### config.mk
export PLATFORM = sky130hd
export DESIGN_NAME = distance_sensor_filter_bank_top
export DESIGN_NICKNAME = d
export VERILOG_FILES = /design/src/rtl/core/dsfb_pkg.sv /design/src/rtl/core/dsfb_lane.sv /design/src/rtl/core/dsfb_merge.sv /design/src/rtl/core/distance_sensor_filter_bank_top.sv
export SDC_FILE = /design/constraint.sdc
export NUM_CORES = 2
export LEC_CHECK = 0
export BUFFER_PORTS_ARGS = -buffer_cell sky130_fd_sc_hd__buf_2
export CAP_MARGIN = 20
export CORE_UTILIZATION = 60
export CTS_CLUSTER_DIAMETER = 60
export DETAILED_ROUTE_END_ITERATION = 7
export GPL_ROUTABILITY_DRIVEN = 0
export HOLD_SLACK_MARGIN = 0.1
export PLACE_DENSITY = 0.77
export SLEW_MARGIN = 40
export SYNTH_ARGS = -nofsm -noshare
export SYNTH_HDL_FRONTEND = slang
export SYNTH_SLANG_ARGS = --single-unit
### constraint.sdc
create_clock -name clock -period 10.1 [get_ports clock]
set_input_delay 2.02 -clock clock [delete_from_list [all_inputs] [get_ports clock]]
set_output_delay 2.02 -clock clock [all_outputs]
set_load 0.03 [all_outputs]
### src/rtl/core/dsfb_pkg.sv
// Shared constants, codes and types of the distance sensor filter bank.
package dsfb_pkg;

   localparam int CHANNELS   = 4;
   // The window length must be a power of two; the mean is a right shift.
   localparam int WINDOW     = 8;
   localparam int WIN_SHIFT  = $clog2(WINDOW);
   localparam int POS_W      = (WINDOW > 1) ? $clog2(WINDOW) : 1;

   localparam int SAMPLE_W   = 12;
   localparam int OFFSET_W   = 8;
   localparam int BAND_W     = 12;
   localparam int VAL_W      = 13;
   localparam int MODE_W     = 2;
   localparam int SUM_W      = VAL_W + WIN_SHIFT;

   // First-order low-pass in Q15: y = (FB*y_prev + FF*(x + x_prev)) >> 15.
   localparam int LP_FB      = 31752;
   localparam int LP_FF      = 508;
   localparam int LP_SHIFT   = 15;
   localparam int LP_ACC_W   = VAL_W + LP_SHIFT;
   localparam int LP_RESET   = 750;
   localparam int BAND_MARGIN = 10;

   localparam int CSR_ADDR_W = 3;
   localparam int CSR_DATA_W = 13;
   localparam int REQ_W      = CHANNELS * SAMPLE_W;
   localparam int RSP_FIELDS_W = CHANNELS * VAL_W + 3;
   localparam int RSP_W      = ((RSP_FIELDS_W + 7) / 8) * 8;

   localparam logic [MODE_W-1:0] MODE_AVG    = 2'd0;
   localparam logic [MODE_W-1:0] MODE_LP_AVG = 2'd1;
   localparam logic [MODE_W-1:0] MODE_LP     = 2'd2;

   localparam logic [CSR_ADDR_W-1:0] REG_FILTER_MODE = 3'd0;
   localparam logic [CSR_ADDR_W-1:0] REG_NOISE_LOW   = 3'd1;
   localparam logic [CSR_ADDR_W-1:0] REG_NOISE_HIGH  = 3'd2;
   localparam logic [CSR_ADDR_W-1:0] REG_DETECT_THR  = 3'd3;
   localparam logic [CSR_ADDR_W-1:0] REG_OFFSET_CH0  = 3'd4;
   localparam logic [CSR_ADDR_W-1:0] REG_OFFSET_CH1  = 3'd5;
   localparam logic [CSR_ADDR_W-1:0] REG_OFFSET_CH2  = 3'd6;
   localparam logic [CSR_ADDR_W-1:0] REG_OFFSET_CH3  = 3'd7;

   typedef struct packed {
      logic              ld_clamp;
      logic              ld_lp;
      logic              ld_avg;
      logic              lp_en;
      logic              avg_en;
      logic [POS_W-1:0]  pos;
      logic [BAND_W-1:0] band_low;
      logic [BAND_W-1:0] band_high;
   } lane_ctrl_type;

   typedef logic [CHANNELS-1:0][VAL_W-1:0] lane_vals_type;

endpackage

### src/rtl/core/dsfb_lane.sv
// One channel lane: offset and band clamp, Q15 low-pass, moving average.
module dsfb_lane (
   input  logic                          clock,
   input  logic                          reset,
   input  dsfb_pkg::lane_ctrl_type       ctrl,
   input  logic [dsfb_pkg::SAMPLE_W-1:0] sample,
   input  logic [dsfb_pkg::OFFSET_W-1:0] offset,
   output logic [dsfb_pkg::VAL_W-1:0]    filt
);
   import dsfb_pkg::*;

   logic [VAL_W-1:0]    raw;
   logic [VAL_W-1:0]    low_ext;
   logic [VAL_W-1:0]    high_ext;
   logic [VAL_W-1:0]    x_in;
   logic [VAL_W-1:0]    x_ff;

   logic [LP_ACC_W-1:0] lp_acc;
   logic [VAL_W-1:0]    lp_y_in;
   logic [VAL_W-1:0]    lp_y_ff;
   logic [VAL_W-1:0]    lp_x_ff;
   logic [VAL_W-1:0]    s2_in;
   logic [VAL_W-1:0]    s2_ff;

   logic [VAL_W-1:0]    win_ff [WINDOW];
   logic [VAL_W-1:0]    win_old;
   logic [SUM_W-1:0]    sum_in;
   logic [SUM_W-1:0]    sum_ff;
   logic [VAL_W-1:0]    s3_in;
   logic [VAL_W-1:0]    s3_ff;

   // Clamp stage. A value exactly at the low edge counts as below the band.
   always_comb begin
      raw      = VAL_W'(sample) + VAL_W'(offset);
      low_ext  = VAL_W'(ctrl.band_low);
      high_ext = VAL_W'(ctrl.band_high);
      if (raw > low_ext && raw < high_ext) begin
         x_in = raw;
      end else if (raw >= high_ext) begin
         x_in = high_ext + VAL_W'(BAND_MARGIN);
      end else if (low_ext >= VAL_W'(BAND_MARGIN)) begin
         x_in = low_ext - VAL_W'(BAND_MARGIN);
      end else begin
         x_in = '0;
      end
   end

   always_ff @(posedge clock) begin
      if (ctrl.ld_clamp) begin
         x_ff <= x_in;
      end
   end

   // Low-pass stage. The weights sum to one, so the result fits VAL_W bits.
   always_comb begin
      lp_acc  = LP_ACC_W'(LP_FB) * LP_ACC_W'(lp_y_ff)
              + LP_ACC_W'(LP_FF) * (LP_ACC_W'(x_ff) + LP_ACC_W'(lp_x_ff));
      lp_y_in = lp_acc[LP_ACC_W-1:LP_SHIFT];
      s2_in   = ctrl.lp_en ? lp_y_in : x_ff;
   end

   always_ff @(posedge clock) begin
      if (reset) begin
         lp_y_ff <= VAL_W'(LP_RESET);
         lp_x_ff <= VAL_W'(LP_RESET);
      end else if (ctrl.ld_lp && ctrl.lp_en) begin
         lp_y_ff <= lp_y_in;
         lp_x_ff <= x_ff;
      end
   end

   always_ff @(posedge clock) begin
      if (ctrl.ld_lp) begin
         s2_ff <= s2_in;
      end
   end

   // Moving average stage: running sum minus the sample that leaves the window.
   always_comb begin
      win_old = win_ff[ctrl.pos];
      sum_in  = sum_ff - SUM_W'(win_old) + SUM_W'(s2_ff);
      s3_in   = ctrl.avg_en ? sum_in[WIN_SHIFT +: VAL_W] : s2_ff;
   end

   always_ff @(posedge clock) begin
      if (reset) begin
         sum_ff <= '0;
         for (int i = 0; i < WINDOW; i++) begin
            win_ff[i] <= '0;
         end
      end else if (ctrl.ld_avg && ctrl.avg_en) begin
         sum_ff           <= sum_in;
         win_ff[ctrl.pos] <= s2_ff;
      end
   end

   always_ff @(posedge clock) begin
      if (ctrl.ld_avg) begin
         s3_ff <= s3_in;
      end
   end

   assign filt = s3_ff;

endmodule

### src/rtl/core/dsfb_merge.sv
// Merge stage: front mean of channels 0 and 3, detect flags, result register.
module dsfb_merge (
   input  logic                            clock,
   input  logic                            ld,
   input  dsfb_pkg::lane_vals_type         lane_vals,
   input  logic [dsfb_pkg::VAL_W-1:0]      threshold,
   output logic [dsfb_pkg::RSP_W-1:0]      rsp_data
);
   import dsfb_pkg::*;

   logic [VAL_W:0]   front_sum;
   logic [VAL_W-1:0] front;
   logic             det_front;
   logic             det_1;
   logic             det_2;
   logic [RSP_W-1:0] data_in;
   logic [RSP_W-1:0] data_ff;

   always_comb begin
      front_sum = (VAL_W + 1)'(lane_vals[0]) + (VAL_W + 1)'(lane_vals[3]);
      front     = front_sum[VAL_W:1];
      det_front = front > threshold;
      det_1     = lane_vals[1] > threshold;
      det_2     = lane_vals[2] > threshold;
      data_in   = RSP_W'({det_2, det_1, det_front,
                          lane_vals[3], lane_vals[2], lane_vals[1], front});
   end

   always_ff @(posedge clock) begin
      if (ld) begin
         data_ff <= data_in;
      end
   end

   assign rsp_data = data_ff;

endmodule

### src/rtl/core/distance_sensor_filter_bank_top.sv
// Top level of the four-channel distance sensor filter bank.
//
//   Group  Dir  Ports                       Beat
//   req    in   req_tvalid/tready/tdata     one scan of four raw samples
//   rsp    out  rsp_tvalid/tready/tdata     filtered values and detect flags
//   csr    in   csr_we/csr_addr/csr_wdata   one register write, no wait
//
// A scan passes four register stages (clamp, low-pass, average, merge) to the
// result; one scan is taken each cycle until a stalled result fills every stage.
// The low-pass and running-sum feedback loops each close within one stage.
// Reset is synchronous and restores registers, filter state and the window.
// Each stage holds its beat while the one after it is full and stalled, so a
// stalled result still lets up to three more scans enter behind it.
module distance_sensor_filter_bank_top (
   input  logic                              clock,
   input  logic                              reset,
   input  logic                              req_tvalid,
   output logic                              req_tready,
   // sample_0, sample_1, sample_2, sample_3
   input  logic [dsfb_pkg::REQ_W-1:0]        req_tdata,
   output logic                              rsp_tvalid,
   input  logic                              rsp_tready,
   // front_value, filtered_1, filtered_2, filtered_3, detect_front,
   // detect_1, detect_2, zero pad
   output logic [dsfb_pkg::RSP_W-1:0]        rsp_tdata,
   input  logic                              csr_we,
   input  logic [dsfb_pkg::CSR_ADDR_W-1:0]   csr_addr,
   input  logic [dsfb_pkg::CSR_DATA_W-1:0]   csr_wdata
);
   import dsfb_pkg::*;

   logic [MODE_W-1:0]   mode_ff,  mode_in;
   logic [BAND_W-1:0]   low_ff,   low_in;
   logic [BAND_W-1:0]   high_ff,  high_in;
   logic [VAL_W-1:0]    thr_ff,   thr_in;
   logic [OFFSET_W-1:0] offset_ff [CHANNELS];
   logic [OFFSET_W-1:0] offset_in [CHANNELS];

   logic                lp_en;
   logic                avg_en;
   logic [POS_W-1:0]    pos_ff,   pos_in;

   logic                v1_ff, v2_ff, v3_ff, v4_ff;
   logic                v1_in, v2_in, v3_in, v4_in;
   logic                rdy1, rdy2, rdy3, rdy4;
   logic                ld1, ld2, ld3, ld4;

   lane_ctrl_type       lane_ctrl;
   lane_vals_type       lane_vals;

   // Configuration registers.
   always_comb begin
      mode_in = mode_ff;
      low_in  = low_ff;
      high_in = high_ff;
      thr_in  = thr_ff;
      for (int i = 0; i < CHANNELS; i++) begin
         offset_in[i] = offset_ff[i];
      end
      if (csr_we) begin
         case (csr_addr)
            REG_FILTER_MODE: mode_in      = csr_wdata[MODE_W-1:0];
            REG_NOISE_LOW:   low_in       = csr_wdata[BAND_W-1:0];
            REG_NOISE_HIGH:  high_in      = csr_wdata[BAND_W-1:0];
            REG_DETECT_THR:  thr_in       = csr_wdata[VAL_W-1:0];
            REG_OFFSET_CH0:  offset_in[0] = csr_wdata[OFFSET_W-1:0];
            REG_OFFSET_CH1:  offset_in[1] = csr_wdata[OFFSET_W-1:0];
            REG_OFFSET_CH2:  offset_in[2] = csr_wdata[OFFSET_W-1:0];
            REG_OFFSET_CH3:  offset_in[3] = csr_wdata[OFFSET_W-1:0];
            default:         mode_in      = mode_ff;
         endcase
      end
   end

   always_ff @(posedge clock) begin
      if (reset) begin
         mode_ff      <= MODE_AVG;
         low_ff       <= BAND_W'(100);
         high_ff      <= BAND_W'(3000);
         thr_ff       <= VAL_W'(1000);
         offset_ff[0] <= OFFSET_W'(74);
         offset_ff[1] <= OFFSET_W'(50);
         offset_ff[2] <= '0;
         offset_ff[3] <= '0;
      end else begin
         mode_ff <= mode_in;
         low_ff  <= low_in;
         high_ff <= high_in;
         thr_ff  <= thr_in;
         for (int i = 0; i < CHANNELS; i++) begin
            offset_ff[i] <= offset_in[i];
         end
      end
   end

   // The spare mode code behaves as the plain moving average.
   always_comb begin
      case (mode_ff)
         MODE_LP_AVG: begin
            lp_en  = 1'b1;
            avg_en = 1'b1;
         end
         MODE_LP: begin
            lp_en  = 1'b1;
            avg_en = 1'b0;
         end
         default: begin
            lp_en  = 1'b0;
            avg_en = 1'b1;
         end
      endcase
   end

   // Pipeline flow: a stage takes a beat when it is empty or its beat moves on.
   always_comb begin
      rdy4  = !v4_ff || rsp_tready;
      rdy3  = !v3_ff || rdy4;
      rdy2  = !v2_ff || rdy3;
      rdy1  = !v1_ff || rdy2;
      ld1   = req_tvalid && rdy1;
      ld2   = v1_ff && rdy2;
      ld3   = v2_ff && rdy3;
      ld4   = v3_ff && rdy4;
      v1_in = ld1 || (v1_ff && !rdy2);
      v2_in = ld2 || (v2_ff && !rdy3);
      v3_in = ld3 || (v3_ff && !rdy4);
      v4_in = ld4 || (v4_ff && !rsp_tready);
      if (ld3 && avg_en) begin
         pos_in = (pos_ff == POS_W'(WINDOW - 1)) ? '0 : pos_ff + 1'b1;
      end else begin
         pos_in = pos_ff;
      end
   end

   always_ff @(posedge clock) begin
      if (reset) begin
         v1_ff  <= 1'b0;
         v2_ff  <= 1'b0;
         v3_ff  <= 1'b0;
         v4_ff  <= 1'b0;
         pos_ff <= '0;
      end else begin
         v1_ff  <= v1_in;
         v2_ff  <= v2_in;
         v3_ff  <= v3_in;
         v4_ff  <= v4_in;
         pos_ff <= pos_in;
      end
   end

   always_comb begin
      lane_ctrl.ld_clamp  = ld1;
      lane_ctrl.ld_lp     = ld2;
      lane_ctrl.ld_avg    = ld3;
      lane_ctrl.lp_en     = lp_en;
      lane_ctrl.avg_en    = avg_en;
      lane_ctrl.pos       = pos_ff;
      lane_ctrl.band_low  = low_ff;
      lane_ctrl.band_high = high_ff;
   end

   for (genvar ch = 0; ch < CHANNELS; ch++) begin : g_lane
      dsfb_lane u_lane (
         .clock  (clock),
         .reset  (reset),
         .ctrl   (lane_ctrl),
         .sample (req_tdata[ch*SAMPLE_W +: SAMPLE_W]),
         .offset (offset_ff[ch]),
         .filt   (lane_vals[ch])
      );
   end

   dsfb_merge u_merge (
      .clock     (clock),
      .ld        (ld4),
      .lane_vals (lane_vals),
      .threshold (thr_ff),
      .rsp_data  (rsp_tdata)
   );

   assign req_tready = rdy1;
   assign rsp_tvalid = v4_ff;

`ifndef SYNTHESIS
   // Input is refused only when every stage is full and the result is stalled.
   a_full_when_blocked: assert property (@(posedge clock) disable iff (reset)
      !req_tready |-> (v1_ff && v2_ff && v3_ff && v4_ff && !rsp_tready))
      else $error("input blocked with a bubble in the pipeline");

   // A new result can only come from a beat held in the average stage.
   a_result_source: assert property (@(posedge clock) disable iff (reset)
      $rose(rsp_tvalid) |-> $past(v3_ff))
      else $error("result appeared without a beat in the average stage");

   // Low-pass only mode leaves the window position alone.
   a_pos_hold: assert property (@(posedge clock) disable iff (reset)
      !avg_en |=> $stable(pos_ff))
      else $error("window position moved while averaging was off");
`endif

endmodule

======== Yosys cells after proc, flatten, opt, wreduce, memory -nomap -nowiden ========
Memory sizes are Yosys's and may differ from the RTL's. A register that Yosys moved wholly into a read port is not among the register bits.
Cells that the tools add are included.
word-level totals
  register bits ........................... 425
  memory bits (writable) .................. 448
  input bits .............................. 69
  output and inout bits ................... 58
  memories ................................ 5
cells by class
  add/subtract/negate cells ............... 24
  multiply operators ...................... 8
  order comparisons ....................... 16
  equality and inequality tests ........... 10
  mux-type cells .......................... 55
  bitwise gates (word level) .............. 4
  reductions and logical operators ........ 40
memories
  memory                   depth  bits a word  rd ports  clocked after memory_dff  wr ports  line                                   text
  g_lane[0].u_lane.win_ff  8      13           1         1                         8         dsfb_lane.sv:25                        logic [VAL_W-1:0] win_ff [WINDOW];
  g_lane[1].u_lane.win_ff  8      13           1         1                         8         dsfb_lane.sv:25
  g_lane[2].u_lane.win_ff  8      13           1         1                         8         dsfb_lane.sv:25
  g_lane[3].u_lane.win_ff  8      13           1         1                         8         dsfb_lane.sv:25
  offset_ff                4      8            4         0                         4         distance_sensor_filter_bank_top.sv:36  logic [OFFSET_W-1:0] offset_ff [CHANNELS];
operators by type and width
  kind                    count
  $mux 13                 21
  $add 28x28->28          4
  $mul 7x28->26 const A   4
  $mul 12x13->25 const A  4
  $add 13x13->14          5
  $add 16x13->16          4
  $mux 8                  8
  $sub 16x13->16          4
  $add 12x8->13           4
  $ge 13x12->1            4
  $gt 13x12->1            4
  $lt 13x12->1            4
  $reduce_or 13->1        4
  $gt 13x13->1            3
  $mux 3                  13
  $mux 32                 1
  $eq 3x3->1 const B      5
  $logic_and 1x1->1       14
  $add 12x4->13 const B   1
  $sub 12x4->13 const B   1
  $ge 12x4->1 const B     1
  $mux 1                  12
  $logic_not 1->1         8
  $logic_or 1x1->1        8
  9 further kinds         16

======== Longest topological paths before layout ========
  word-level depth ........................ 10
  depth in mapped cells ................... 36
  mapped depth without buffers ............ 35

======== Modules after synthesis ========
A second synthesis with hierarchy kept.
unflattened totals
  cell total of the unflattened synthesis .. 7090
  area, all modules ....................... 70754.1 sq um
modules (own cells, without submodules)
  module                           times used  cells an instance  area each (sq um)
  dsfb_lane (g_lane[1].u_lane)     1           1609               16234.3
  dsfb_lane (g_lane[0].u_lane)     1           1634               16151.7
  dsfb_lane (g_lane[3].u_lane)     1           1638               16135.5
  dsfb_lane (g_lane[2].u_lane)     1           1631               16131.7
  dsfb_merge                       1           238                3110.5
  distance_sensor_filter_bank_top  1           340                2990.4

======== Least setup slack after synthesis ========
OpenSTA, ideal clock, no wires.
  kind .................................... register -> register
  from .................................... reg g_lane[3].u_lane.x_ff[0]
  to ...................................... reg g_lane[3].u_lane.lp_y_ff[12]
  arrival ................................. 7884 ps
  data required time ...................... 9978 ps
  path slack .............................. 2094 ps
  cell stages (with the launch flop) ...... 37
  clock period less this slack ............ 8006 ps
  path through ............................ edfxtp_1 > ha_1 > fa_1 > a21o_1 > a21oi_1 > nor2b_1 > o21a_1 > o41ai_2 > xnor2_1 > xor3_1 > xnor2_1 > inv_1 > fa_1 > inv_1 > fa_1 > fa_1 > inv_1 > ha_1 > a21o_1 > a21oi_1 > nor2_1 > a31oi_1 > o21ai_1 > or4_1 > a31o_2 > nor2_1 > xnor2_1 > ha_1 > a21o_1 > a21oi_1 > o21ai_0 > a21oi_1 > o21ai_1 > and4_1 > buf_2 > mux2i_1 > a311o_1
between the ends
  word-level cells in the longest chain between the ends .. 3
RTL lines
  item                    line             text
  start, declared         dsfb_lane.sv:16  logic [VAL_W-1:0] x_ff;
  start signal, assigned  dsfb_lane.sv:50  x_ff <= x_in;
  $add 13x13->14          dsfb_lane.sv:57  + LP_ACC_W'(LP_FF) * (LP_ACC_W'(x_ff) + LP_ACC_W'(lp_x_ff));
  $mul 7x28->26           dsfb_lane.sv:57
  $add 28x28->28          dsfb_lane.sv:57
  end signal, assigned    dsfb_lane.sv:64  lp_y_ff <= VAL_W'(LP_RESET);
  end signal, assigned    dsfb_lane.sv:67  lp_y_ff <= lp_y_in;
  end, declared           dsfb_lane.sv:20  logic [VAL_W-1:0] lp_y_ff;
No other way between the ends.
A chain may end at the register's enable or synchronous reset.

======== Final worst setup path ========
Ends and elaborated chain as after synthesis.

==> flow_metrics.tcl <==
set metrics [dict create \
    status "finished clean" \
    synth_edf_count 627 \
    synth_fp_nets 7878 \
    async_flop_share 0 \
    setup_viol 0 \
    wl_per_cell_um 22.0 \
    startpoint "g_lane[3].u_lane.x_ff[0]" \
    place_ws_ps 1250 \
    skew_ps 30.9 \
    start_util 0.607 \
    rows 123 \
    fin_crit_ps 8860 \
    fillers 8679 \
    multi_input_area_um2 40900 \
    synth_cell_type_count 102 \
    grt_use_total 0.316 \
    ys_seq_area_frac 0.347 \
    area_growth_pct 8.17 \
    antenna_found_initial 11 \
    yosysTopAreaCellShare 0.275 \
    grt_pass1_vias 51338 \
    synth_commonest_cells "ha_1, inv_1, edfxtp_1" \
    cts_setup_buffers 0 \
    dr.first_iter.drc_count 4332 \
    cp_max_fo 6 \
    rsz0062_at_grt "no" \
    die_w_um 340 \
    r2r-end "g_lane[3].u_lane.lp_y_ff[12]" \
    numPortBuffers 125 \
    final_hold_viol_count 0 \
    die_h_um 340 \
    root_buffer "clkbuf_16" \
    synth_most_common_cell "ha_1" \
    yosysTopAreaCell "edfxtp_1" \
    yosys.area_share.simple 0.123 \
    cp.arrival_ps 9430 \
    hpwl_um 132000 \
    cts_buffers 98 \
    critPathMaxStageDelay_ps 540 \
    via_per_inst 6.14 \
    critPathSlowestCell "fa_1" \
    grt_overflow_total 0 \
    drt_wl_total_um 181000 \
    coreArea_um2 113000 \
    holdPathEnd "g_lane[0].u_lane.sum_ff[2]" \
    synthesis.area_um2 68600 \
    tightest_slew_ps 908 \
    grt_pass1_wl_um 285000 \
    stdcell_count 8242 \
    dp.cells 8054 \
    whs_path_depth 2 \
    clock_latency_ps 710 \
    num_vias 50638 \
    rr_worst_depth 35 \
    worstSetupStartpointType "register" \
    layout_setup_ws_ps 1240 \
    clock-sinks 876 \
    fin_crit_sh 0.877 \
    cts_resized 0 \
    nNetsFinal 7922 \
    max_cap_viol_count 0 \
    ff_latch_area_um2 23800 \
    cts_tree "done" \
    hp-start "g_lane[0].u_lane.sum_ff[2]" \
    cts_hold_buf 0 \
    ff2ff_setup_slack_ps 1240 \
    h-tree-depth 3 \
    drc 0 \
    slew_headroom 0.395 \
    cts_max_path_buffers 3 \
    slew_viol_final 0 \
    synth_compound_area_frac 0.105 \
    synth_top_flop_cell "edfxtp_1" \
    grt_max_degree 93 \
    synth_top_family_by_area "adder cells" \
    reg2reg_from "g_lane[3].u_lane.x_ff[0]" \
    hp-class "register to register" \
    synthXorXnorAreaFrac 0.0486 \
    ant_nets 0 \
    die_area_um2 116000 \
    yosys.area_share.adder 0.258 \
    synth_area_leaders "edfxtp_1, ha_1, fa_1" \
    clk_pin_slew_ps 60 \
    drive_above_1_share 0.0944 \
    setup_tns_ps 0 \
    synth_warnings 0 \
    syn-instance-count 6612 \
    ys_seq_elements 876 \
    drt_pass1_iterations 8 \
    io_pins 127 \
    muxShareOfSynthArea 0.0596 \
    crit_required_ps 10670 \
    max_freq_ghz 0.113 \
    worstSetupPathType "register to register" \
    endpoint_kind "register" \
    avgSynthCellArea_um2 10.4 \
]
-- stage by stage --
step	instance area, um2	utilization	hold WS, ps
finish	74200	0.657	452
global route	74200	0.657	481
CTS	74100	0.656	451
detailed placement	70800	0.627	445
global placement	70600	0.625	438
floorplan	68600	-	426
-- final cells by class --
class                   count  area share
diodes                      2   0.0000675
multi-input cells        4679       0.552
inverters                 826      0.0418
repair buffers            175      0.0147
clock buffers             129      0.0360
clock inverters            55     0.00896
flip-flops and latches    876       0.321
well taps                1500      0.0253
-- flip-flops by register name (all words and copies together), names as in the netlist, 12 cells and up, named ones only --
name / count
offset_ff: 32
g_lane.u_lane.filt: 52
low_ff: 12
high_ff: 12
g_lane.u_lane.lp_y_ff: 52
g_lane.u_lane.x_ff: 52
g_lane.u_lane.lp_x_ff: 52
g_lane.u_lane.win_ff: 416
g_lane.u_lane.s2_ff: 52
thr_ff: 13
g_lane.u_lane.sum_ff: 64
u_merge.rsp_data: 55
-- routing by layer --
layer  vias to the layer above  global-route usage  routed length, um
li1                      23404                   -                  -
met2                      2191               0.524              85100
met5                         -                   0                 37
met1                     24584               0.408              72300
met3                       453              0.0588              16000
met4                         6               0.126               7950
-- how the worst max path moves through the flow --
| stage | endpoint | cells after the start |
|---|---|---|
| 2_1_floorplan | g_lane[3].u_lane.lp_y_ff[12] | 36 |
| 3_3_place_gp | g_lane[3].u_lane.lp_y_ff[12] | 35 |
| 3_5_place_dp | g_lane[3].u_lane.lp_y_ff[12] | 35 |
| 4_1_cts | g_lane[3].u_lane.lp_y_ff[12] | 35 |
| 5_1_grt | g_lane[3].u_lane.lp_y_ff[12] | 35 |
| 6_report | g_lane[3].u_lane.lp_y_ff[12] | 35 |
-- kinds of logic (layout without fill, tap and decap cells) --
| family | count (synthesis) | count (layout) |
|---|---|---|
| flops | 876 | 876 |
| fa+ha+maj | 1203 | 1203 |
| other cells | 1 | 3 |
| buf+inv | 1057 | 1185 |
| compound gates | 1139 | 1139 |
| mux | 263 | 263 |
| simple gates | 1698 | 1698 |
| xor+xnor | 375 | 375 |
-- cells in the final DEF (no fill, tap or decap), drive strengths merged, types with 107 or more instances in the layout --
master	netlist	final
dfxtp	249	249
nor3	246	246
buf	35	175
fa	353	353
nand3	119	119
a21oi	380	380
inv	826	839
nor4	114	114
nor2	226	226
edfxtp	627	627
ha	844	844
nand2	510	510
clkbuf	196	129
xnor2	267	267
and2	199	199
xor2	107	107
o21ai	273	273
-- critical path: cells and delay by family (launching register included) --
family,cells,cell delay (ps)
DFF,1,420
and+or+nand+nor,5,1040
AOI/OAI and AO/OA,15,3000
adders and majority gates,7,2900
buffers and inverters,3,220
muxes,1,130
xor gates and xnor gates,4,1040
Power is not shown: default switching activity piles up to over one toggle a cycle in this logic, so the estimate is an artifact.
